===== src/rtl/core/tlsu_pkg.sv =====
// ----------------------------------------------------------------------------
// tlsu_pkg: shared types and constants of the torus lattice update block
// Holds the field widths, the register and direction codes, and the
// command and status groups between the controller and the datapath.
// ----------------------------------------------------------------------------
package tlsu_pkg;

  localparam int unsigned FracW  = 16;
  localparam int unsigned CountW = 13;
  localparam int unsigned CoordW = 6;
  localparam int unsigned CfgIdxW = 3;

  localparam logic [FracW-1:0] FracReset = 16'h8000;

  typedef enum logic [CfgIdxW-1:0] {
    CfgRelativeRate     = 3'd0,
    CfgVerticalEgress   = 3'd1,
    CfgVerticalIngress  = 3'd2,
    CfgHorizontalEgress = 3'd3,
    CfgHorizontalIngress = 3'd4
  } cfg_idx_e;

  typedef enum logic [1:0] {
    DirUp    = 2'd0,
    DirRight = 2'd1,
    DirDown  = 2'd2,
    DirLeft  = 2'd3
  } dir_e;

  typedef enum logic {
    KindLoad  = 1'b0,
    KindEvent = 1'b1
  } kind_e;

  typedef struct packed {
    logic clear;   // write one zero entry of the clearing pass
    logic read;    // capture an item and read its site and neighbour
    logic commit;  // write back the site and load the result register
  } ctrl_cmd_t;

  typedef struct packed {
    logic clear_last;  // the clearing pass is at its last entry
  } dp_status_t;

endpackage


===== src/rtl/core/tlsu_ctrl.sv =====
// ----------------------------------------------------------------------------
// tlsu_ctrl: sequencing of the torus lattice update block
// Runs the clearing pass after reset, then takes one item at a time and
// tracks the occupancy of the result register.
// ----------------------------------------------------------------------------
module tlsu_ctrl (
  input  logic                 clk_i,
  input  logic                 rst_ni,
  input  logic                 in_valid_i,
  output logic                 in_ready_o,
  output logic                 out_valid_o,
  input  logic                 out_ready_i,
  input  tlsu_pkg::dp_status_t status_i,
  output tlsu_pkg::ctrl_cmd_t  cmd_o
);
  import tlsu_pkg::*;

  typedef enum logic [1:0] {
    StClear,
    StIdle,
    StEval
  } state_e;

  state_e state_q, state_d;
  logic   out_valid_q, out_valid_d;
  logic   commit;

  assign in_ready_o  = (state_q == StIdle);
  assign out_valid_o = out_valid_q;
  assign commit      = (state_q == StEval) && (!out_valid_q || out_ready_i);

  assign cmd_o.clear  = (state_q == StClear);
  assign cmd_o.read   = in_valid_i && in_ready_o;
  assign cmd_o.commit = commit;

  always_comb begin
    state_d     = state_q;
    out_valid_d = out_valid_q;
    if (out_ready_i) begin
      out_valid_d = 1'b0;
    end
    unique case (state_q)
      StClear: begin
        if (status_i.clear_last) begin
          state_d = StIdle;
        end
      end
      StIdle: begin
        if (in_valid_i) begin
          state_d = StEval;
        end
      end
      StEval: begin
        // The result waits here until the result register is free.
        if (commit) begin
          out_valid_d = 1'b1;
          state_d     = StIdle;
        end
      end
      default: state_d = StClear;
    endcase
  end

  always_ff @(posedge clk_i or negedge rst_ni) begin
    if (!rst_ni) begin
      state_q     <= StClear;
      out_valid_q <= 1'b0;
    end else begin
      state_q     <= state_d;
      out_valid_q <= out_valid_d;
    end
  end

endmodule


===== config.mk =====
export PLATFORM = sky130hd
export DESIGN_NAME = tlsu_ctrl
export DESIGN_NICKNAME = d
export VERILOG_FILES = /design/src/rtl/core/tlsu_pkg.sv /design/src/rtl/core/tlsu_ctrl.sv
export SDC_FILE = /design/constraint.sdc
export NUM_CORES = 1
export LEC_CHECK = 0
export BUFFER_PORTS_ARGS = -buffer_cell sky130_fd_sc_hd__buf_4
export CELL_PAD_IN_SITES_DETAIL_PLACEMENT = 1
export CELL_PAD_IN_SITES_GLOBAL_PLACEMENT = 1
export CORE_AREA = 2 2 39 41
export DETAILED_ROUTE_END_ITERATION = 10
export DIE_AREA = 0 0 41 43
export HOLD_SLACK_MARGIN = 0.03
export PLACE_DENSITY_LB_ADDON = 0.1
export SLEW_MARGIN = 10
export SYNTH_ARGS = -nofsm -noshare
export SYNTH_HDL_FRONTEND = slang
export SYNTH_SLANG_ARGS = --single-unit

===== constraint.sdc =====
create_clock -name clk_i -period 2.85 [get_ports clk_i]
set_clock_uncertainty 0.2 [all_clocks]
set_input_delay 0.855 -clock clk_i [delete_from_list [all_inputs] [get_ports clk_i]]
set_output_delay 0.855 -clock clk_i [all_outputs]
set_load 0.03 [all_outputs]

# After elaboration in Yosys (flattened, before gate mapping)
# Cells that the tools add are included.
# totals
wordCells,20
in_bits,5
register_bits,3
out_inout_bits,5
# op_classes
n_eq_ne,5
reduce_logical,6
muxes,7
# op_table
cell,n
$mux 2,3
$ne 2x2->1 const B,3
$pmux 2 s3,1
$mux 1,3
$reduce_and 3->1,1
$eq 2x1->1 const B,1
$eq 2x2->1 const B,1
$logic_and 1x1->1,2
$logic_not 2->1,1
$logic_not 1->1,1
$logic_or 1x1->1,1

# Depth between registers and ports, before layout
# Gate-level depths: netlist of run 1.
# logic_depth
word_depth,5
depth_mapped,3
depth_no_buf,3

# Worst setup path after synthesis of run 1
# OpenSTA, ideal clock, no wires.
# synth_timing
path_kind,input port to output port
from,in in_valid_i
to,out cmd_o[1] in the netlist's numbering
arrival_ns,1.316
path_buffers,0
path_stages,2
slack_ns,0.479
required_time_ns,1.795
cell_sequence,nand2_1 -> nor2_1
# synth_lines
element,line,text
from (decl),tlsu_ctrl.sv:9,"input logic in_valid_i,"
to (decl),tlsu_ctrl.sv:14,output tlsu_pkg::ctrl_cmd_t cmd_o

==> results of run 1 <==
## critical path: cells and delay by family
family	cells	cell delay, ps
and+or+nand+nor	2	220
buffers and inverters	2	270
## cell type report
cell class	instances	share of cell area
Multi-Input combinational cell	12	0.284
Inverter	1	0.0140
Sequential cell	3	0.279
Timing Repair Buffer	9	0.251
Clock buffer	4	0.0977
Tap cell	16	0.0744
## cell usage in the layout (no fill, tap or decap), drive strengths merged
cell	Yosys	routed
nor2b	1	1
inv	1	1
buf	1	9
nand2b	2	2
nor2	3	3
o22ai	2	2
dfrtp	3	3
mux2i	1	1
and2b	1	1
nand2	2	2
clkbuf	0	4
## state kept, by name, indices dropped and copies added, names as in the netlist
register,cells
state_q,2
out_valid_o,1
## worst paths after layout
kind / end / cells past startpoint
worst max-delay path: cmd_o[0] / 4
worst min-delay path: out_valid_o / 1
worst max register to register: state_q[0] / 2
worst min register to register: out_valid_o / 2
max in group asynchronous: state_q[1] / 1
min in group clk_i: out_valid_o / 2
## power by group through the flow
stage / Sequential, W / Combinational (W) / Clock [W]
floorplan: 0.0000955 / 0.000109 / 0
global placement: 0.0000874 / 0.000178 / 0
detailed placement: 0.0000868 / 0.000178 / 0
CTS: 0.0000860 / 0.000178 / 0.0000781
global route: 0.0000910 / 0.000186 / 0.0000814
finish: 0.0000868 / 0.000176 / 0.0000736
## layer usage
| metal | GRT usage | part of all wire | vias up | wire, um |
|---|---|---|---|---|
| li1 | - | - | 78 | - |
| met1 | 0.0548 | 0.43 | 57 | 171 |
| met3 | 0.0314 | 0.088 | 0 | 35 |
| met2 | 0.0688 | 0.48 | 5 | 189 |
| met5 | 0 | 0 | - | 0 |
| met4 | 0.100 | 0 | 0 | 0 |
## Yosys cell counts (all sizes together)
library cell	n	area share
dfrtp	3	0.46
nor2	3	0.069
nand2	2	0.046
nand2b	2	0.12
o22ai	2	0.077
and2b	1	0.054
buf	1	0.046
inv	1	0.023
mux2i	1	0.062
nor2b	1	0.038
## logic make-up (layout without fill, tap and decap cells)
family | Yosys count | count (layout) | synth area share
AO/OA/AOI/OAI | 2 | 2 | 0.0769
flip-flops | 3 | 3 | 0.462
buffers and inverters | 2 | 14 | 0.0692
AND/OR/NAND/NOR | 9 | 9 | 0.331
multiplexers | 1 | 1 | 0.0615
## per-stage QoR
step	util	instances
global route	0.194	45
floorplan	-	17
finish	0.194	45
global placement	0.175	41
detailed placement	0.175	41
CTS	0.194	45
==> results.toml, run 1 <==
[finish]
drive_above_1_share = 0.483
antennaDiodeCount = 0
nNetsFinal = 35
fillers = 172
multiInputGateArea_um2 = 76.3
seq_area_um2 = 75.1
final_area_um2 = 269
syn2layout_area_growth_pct = 65.4

[pwr]
p_per_area_nw_per_um2 = 1250
power_frac_seq = 0.258
comb_power_share = 0.523
p_int_w = 0.000190
p_leak_nw = 0.143
ir_worst_vdd_mv = 0.236
p_sw_w = 0.000146
switching_share = 0.436
total_power_w = 0.000336
power_frac_clock = 0.219

[critical_path]
start_kind = "input pin"
cp_slowest_stage_delay_ps = 160
crit_start = "out_ready_i"
endpoint_kind = "output port"
cpMostUsedCell = "buf_4"
slowest_stage = "buf_4"
critical_path_class = "input pin to output port"
critPathRequiredTime_ps = 1800
path_cells = "buf_4 -> nor2b_1 -> nor2_1 -> buf_4"
cp.arrival_ps = 1350
reg2reg_from = "state_q[0]"
path_max_fanout = 2
rrSetupSlack_ps = 1800

[floorplanning]
die-area_um2 = 1760
die_h_um = 43
start_util = 0.118
rows = 14
top_level_ports = 10
die_x_um = 41
core-area_um2 = 1380

[cts]
postCtsSetupRepairBufs = 0
path_clk_slew_ps = 40
cts_root_buffer = "clkbuf_4"
cts_tree = "yes"
cts_made_buffers = 3
clock_latency_ps = 230
clk_path_buf_depth = 2
htreeDepth = 1
cts-resized-gates = 0
cts_hold_buf = 0
cts_sinks = 3

[placement]
placed_area_um2 = 243
hpwl_um = 318
io_buffers = 9
dpl_worst_slack_ps = 444
gp_congestion = 0.640

[min_path]
worstHoldPathType = "input pin to asynchronous set/reset pin"

[timing]
layout_setup_ws_ps = 450
drv_slew = 0
rsz0062_at_grt = "false"
tightest_slew_ps = 248
setup_viol = 0
fmax_mhz = 417
period_needed_ps = 2400
final_hold_viol_count = 0
period_share = 0.842
max-slew-margin-rel = 0.835
setup_tns_ps = 0
hold_ws_ps = 204

[yosys]
synth.distinct_cells = 11
netlist_area_um2 = 163
ys_seq_area_frac = 0.462
synthCells = 17
yosysWarnings = 0
syn_area_per_cell_um2 = 9.57
syn_nets = 22
synth-seq-cells = 3

[global_routing]
grt-ovfl-total = 0
grt_pass1_wl_um = 572
antenna_found_initial = 0
grt_max_degree = 7
grtUsageTotal = 0.0603
grt_pass1_vias = 141

[route]
vias = 140
drt_iter0_markers = 1
drc = 0
routedWlPerCell_um = 8.80
drt-total-wl_um = 396
viasPerCell = 3.11
dr.pass1.iters = 2
postRouteAntennaNets = 0

[outcome]
status = "finished, final reports clean"

[run]
max_cap_viol_count = 0
Note: power is estimated with default switching activity, not from simulation.
==> run 2, diff against run 1 <==
- clock period: 2.85 -> 2.4 ns (I/O delays scaled with it)
==> results.toml, run 2 (same netlist as run 1, synthesis figures left out) <==
[outcome]
status = "finished, final reports clean"

[finish]
drive_above_1_share = 0.483
layout_common_cells = "buf_4, nor2_1, clkbuf_4, dfrtp_1"
final_common_cell = "buf_4"
fillers = 165
final_util = 0.194
antennaDiodeCount = 0
top_register = "state_q"
final_area_um2 = 269
nNetsFinal = 35
largest_register_ffs = 2
syn2layout_area_growth_pct = 65.4

[floorplanning]
top_level_ports = 10
start_util = 0.118
die-area_um2 = 1760
die_h_um = 43
die_x_um = 41
rows = 14
core-area_um2 = 1380

[pwr]
p_sw_w = 0.000171
p_int_w = 0.000225
p_per_area_nw_per_um2 = 1470
power_frac_seq = 0.255
ir_worst_vdd_mv = 0.269
switching_share = 0.432
p_leak_nw = 0.143
comb_power_share = 0.524
power_frac_clock = 0.220

[cts]
postCtsSetupRepairBufs = 0
cts_hold_buf = 0
cts_root_buffer = "clkbuf_4"
htreeDepth = 1
clock_latency_ps = 230
cts_made_buffers = 3
path_clk_slew_ps = 40
cts_tree = "yes"
cts_sinks = 3
clk_path_buf_depth = 2
cts-resized-gates = 0

[min_path]
worstHoldPathType = "input pin to asynchronous set/reset pin"

[global_routing]
grt_pass1_wl_um = 614
grt_pass1_vias = 156
grt-ovfl-total = 0
grt_max_degree = 7
antenna_found_initial = 0
grtUsageTotal = 0.0623

[critical_path]
crit_cells = 4
start_kind = "input pin"
endpoint_kind = "output port"
path_cells = "buf_4 -> nor2b_1 -> nor2_1 -> buf_4"
path_delay_family = "buffers and inverters"
cp_slowest_stage_delay_ps = 160
ff2ff_path_depth = 2
cp.arrival_ps = 1220
path_max_fanout = 2
cpMostUsedCell = "buf_4"
critPathRequiredTime_ps = 1480
slowest_stage = "buf_4"
critical_path_class = "input pin to output port"
path_buf_inv = 2

[timing]
period_share = 0.890
final_hold_viol_count = 0
setup_viol = 0
fmax_mhz = 468
rsz0062_at_grt = "false"
max-slew-margin-rel = 0.850
setup_tns_ps = 0
drv_slew = 0
tightest_slew_ps = 225
period_needed_ps = 2140
hold_ws_ps = 69.6

[placement]
placed_area_um2 = 243
hpwl_um = 313
gp_congestion = 0.640
io_buffers = 9

[route]
drt-total-wl_um = 376
drt_iter0_markers = 0
viasPerCell = 3.29
postRouteAntennaNets = 0
vias = 148
drc = 0
dr.pass1.iters = 1
routedWlPerCell_um = 8.36

[run]
max_cap_viol_count = 0
[run 2: cell counts in the layout (fill, tap and decap cells not counted)]
Identical to the previous run, type by type.
[run 2: area by class of cell]
class	instances	area, um2	area share
well taps	16	20.0	0.0744
repair buffers	9	67.6	0.251
multi-input cells	12	76.3	0.284
inverters	1	3.75	0.0140
clock buffers	4	26.3	0.0977
flip-flops and latches	3	75.1	0.279
[run 2: power by group through the flow]
stage	logic [W]	clock network (W)	registers (W)
after floorplan	0.000130	0	0.000113
after global placement	0.000211	0	0.000104
after detailed placement	0.000211	0	0.000103
after CTS	0.000211	0.0000927	0.000103
after global routing	0.000223	0.0000967	0.000107
final	0.000208	0.0000872	0.000101
[run 2: final timing paths]
kind | from | to | slack (ps)
setup / recovery | out_ready_i | cmd_o[0] | 260
hold / removal | rst_ni | out_valid_o | 70
hold reg to reg | out_valid_o | out_valid_o | 340
min in group clk_i | out_valid_o | out_valid_o | 340
setup reg to reg | state_q[0] | state_q[0] | 1370
max in group asynchronous | rst_ni | state_q[1] | 1830
[run 2: stage by stage]
step,setup slack [ps],total power [W],instances
final,264,0.000396,45
after global routing,235,0.000427,45
after CTS,260,0.000407,45
after detailed placement,261,0.000315,41
after global placement,256,0.000315,41
after floorplan,299,0.000243,17
[run 2: per-layer routing]
layer	track usage	up-vias	part of all wire
met5	0	-	0
met4	0.100	0	0
li1	-	79	-
met3	0.0314	0	0.077
met2	0.0750	5	0.52
met1	0.0548	64	0.40
==> run 3, diff against run 2 <==
--- a/config.mk
+++ b/config.mk
@@ -6,5 +6,5 @@
 export NUM_CORES = 1
 export LEC_CHECK = 0
-export BUFFER_PORTS_ARGS = -buffer_cell sky130_fd_sc_hd__buf_4
+export BUFFER_PORTS_ARGS = -buffer_cell sky130_fd_sc_hd__buf_2
 export CELL_PAD_IN_SITES_DETAIL_PLACEMENT = 1
 export CELL_PAD_IN_SITES_GLOBAL_PLACEMENT = 1
@@ -13,5 +13,5 @@
 export DIE_AREA = 0 0 41 43
 export HOLD_SLACK_MARGIN = 0.03
-export PLACE_DENSITY_LB_ADDON = 0.1
+export PLACE_DENSITY = 0.51
 export SLEW_MARGIN = 10
 export SYNTH_ARGS = -nofsm -noshare
==> constraint.sdc (replaced) <==
create_clock -name clk_i -period 2.4 [get_ports clk_i]
set_clock_uncertainty 0.2 [all_clocks]
set_input_delay 0.24 -clock clk_i [delete_from_list [all_inputs] [get_ports clk_i]]
set_output_delay 0.24 -clock clk_i [all_outputs]
set_load 0.03 [all_outputs]
==> results.toml, run 3 (same netlist as run 1, synthesis figures left out) <==
[run]
max_cap_viol_count = 0

[placement]
io_buffers = 9
placed_area_um2 = 220
gp_congestion = 0.504

[global_routing]
grt_pass1_wl_um = 600
antenna_found_initial = 0
grtUsageTotal = 0.0553
grt_pass1_vias = 162
grt-ovfl-total = 0
grt_max_degree = 7

[floorplanning]
rows = 14
die_x_um = 41
core-area_um2 = 1380
start_util = 0.118
top_level_ports = 10
die-area_um2 = 1760
die_h_um = 43

[critical_path]
start_kind = "register"
cp.arrival_ps = 1100
critPathRequiredTime_ps = 1960
path_max_fanout = 5
critical_path_class = "register to output port"
endpoint_kind = "output port"

[cts]
cts_made_buffers = 3
cts_tree = "yes"
cts_sinks = 3
clk_path_buf_depth = 2
htreeDepth = 1
path_clk_slew_ps = 40
cts_root_buffer = "clkbuf_4"
clock_latency_ps = 230

[min_path]
worstHoldPathType = "input pin to register"

[route]
dr.pass1.iters = 2
routedWlPerCell_um = 9.09
drc = 0
postRouteAntennaNets = 0
drt-total-wl_um = 418
viasPerCell = 3.43
drt_iter0_markers = 2
vias = 158

[timing]
setup_viol = 0
drv_slew = 0
tightest_slew_ps = 233
period_needed_ps = 1540
final_hold_viol_count = 0
period_share = 0.641
setup_tns_ps = 0
fmax_mhz = 650
max-slew-margin-rel = 0.845
rsz0062_at_grt = "false"

[pwr]
ir_worst_vdd_mv = 0.444
power_frac_seq = 0.277
p_leak_nw = 0.142
comb_power_share = 0.491
p_int_w = 0.000204
switching_share = 0.459
p_per_area_nw_per_um2 = 1470
p_sw_w = 0.000173
power_frac_clock = 0.232

[finish]
antennaDiodeCount = 0
final_area_um2 = 256
layout_common_cells = "buf_2, nor2_1, clkbuf_4, dfrtp_1"
top_register = "state_q"
nNetsFinal = 36
final_common_cell = "buf_2"
largest_register_ffs = 2
drive_above_1_share = 0.467
syn2layout_area_growth_pct = 57.7

[outcome]
status = "finished, final reports clean"
[run 3: cell count changes in the layout (fill, tap and decap cells not counted), sizes merged]
cell | previous run | this run
dlygate4sd3 | 0 | 1
[run 3: repair_timing]
| action | CTS | global route |
|---|---|---|
| setup buffers | 0 | 0 |
| endpoints found under the hold margin | 3 | 0 |
| hold buffers | 1 | 0 |
| resized for setup | 0 | 0 |
[run 3: critical path: stages, from the launching register on]
cell and delay (ps):
dfrtp_1 420, nand2b_4 170, nor2_1 80, buf_2 200
[run 3: worst paths after layout]
path                              from  slack, ps  cells after the start     endpoint
max                         state_q[0]        860                      3     cmd_o[0]
max in group asynchronous       rst_ni       1770                      2  out_valid_o
min reg2reg                out_valid_o        350                      2  out_valid_o
max reg2reg                 state_q[0]       1350                      2   state_q[0]
min                        out_ready_i        120                      3  out_valid_o
min in group asynchronous       rst_ni        130                      2   state_q[1]
[run 3: layout make-up]
type	instances	area [um2]
fillers	165	1130
multi-input cells	12	76.3
flip-flops and latches	3	75.1
repair buffers	10	55.1
clock buffers	4	26.3
well taps	16	20.0
inverters	1	3.75
[run 3: power groups by stage]
stage	clock (W)	sequential, W	combinational, W
floorplan	0	0.000113	0.000130
global placement	0	0.000100	0.000185
detailed placement	0	0.000106	0.000187
CTS	0.0000920	0.000105	0.000188
global route	0.0000960	0.000109	0.000202
finish	0.0000874	0.000104	0.000185
[run 3: per-layer routing]
metal | global-route usage | share of wire | vias up
li1 | - | - | 79
met1 | 0.0647 | 0.47 | 69
met2 | 0.0625 | 0.36 | 10
met3 | 0.0471 | 0.16 | 0
met4 | 0.0400 | 0 | 0
met5 | 0 | 0 | -
[run 3: metrics by stage]
stage	worst slack (ps)	instances	total power, W	utilization	hold WS (ps)
finish	861	46	0.000376	0.185	116
global route	777	46	0.000407	0.185	141
CTS	842	46	0.000385	0.185	117
detailed placement	1100	41	0.000293	0.159	-161
global placement	1110	41	0.000285	0.159	-164
floorplan	1050	17	0.000243	-	-256
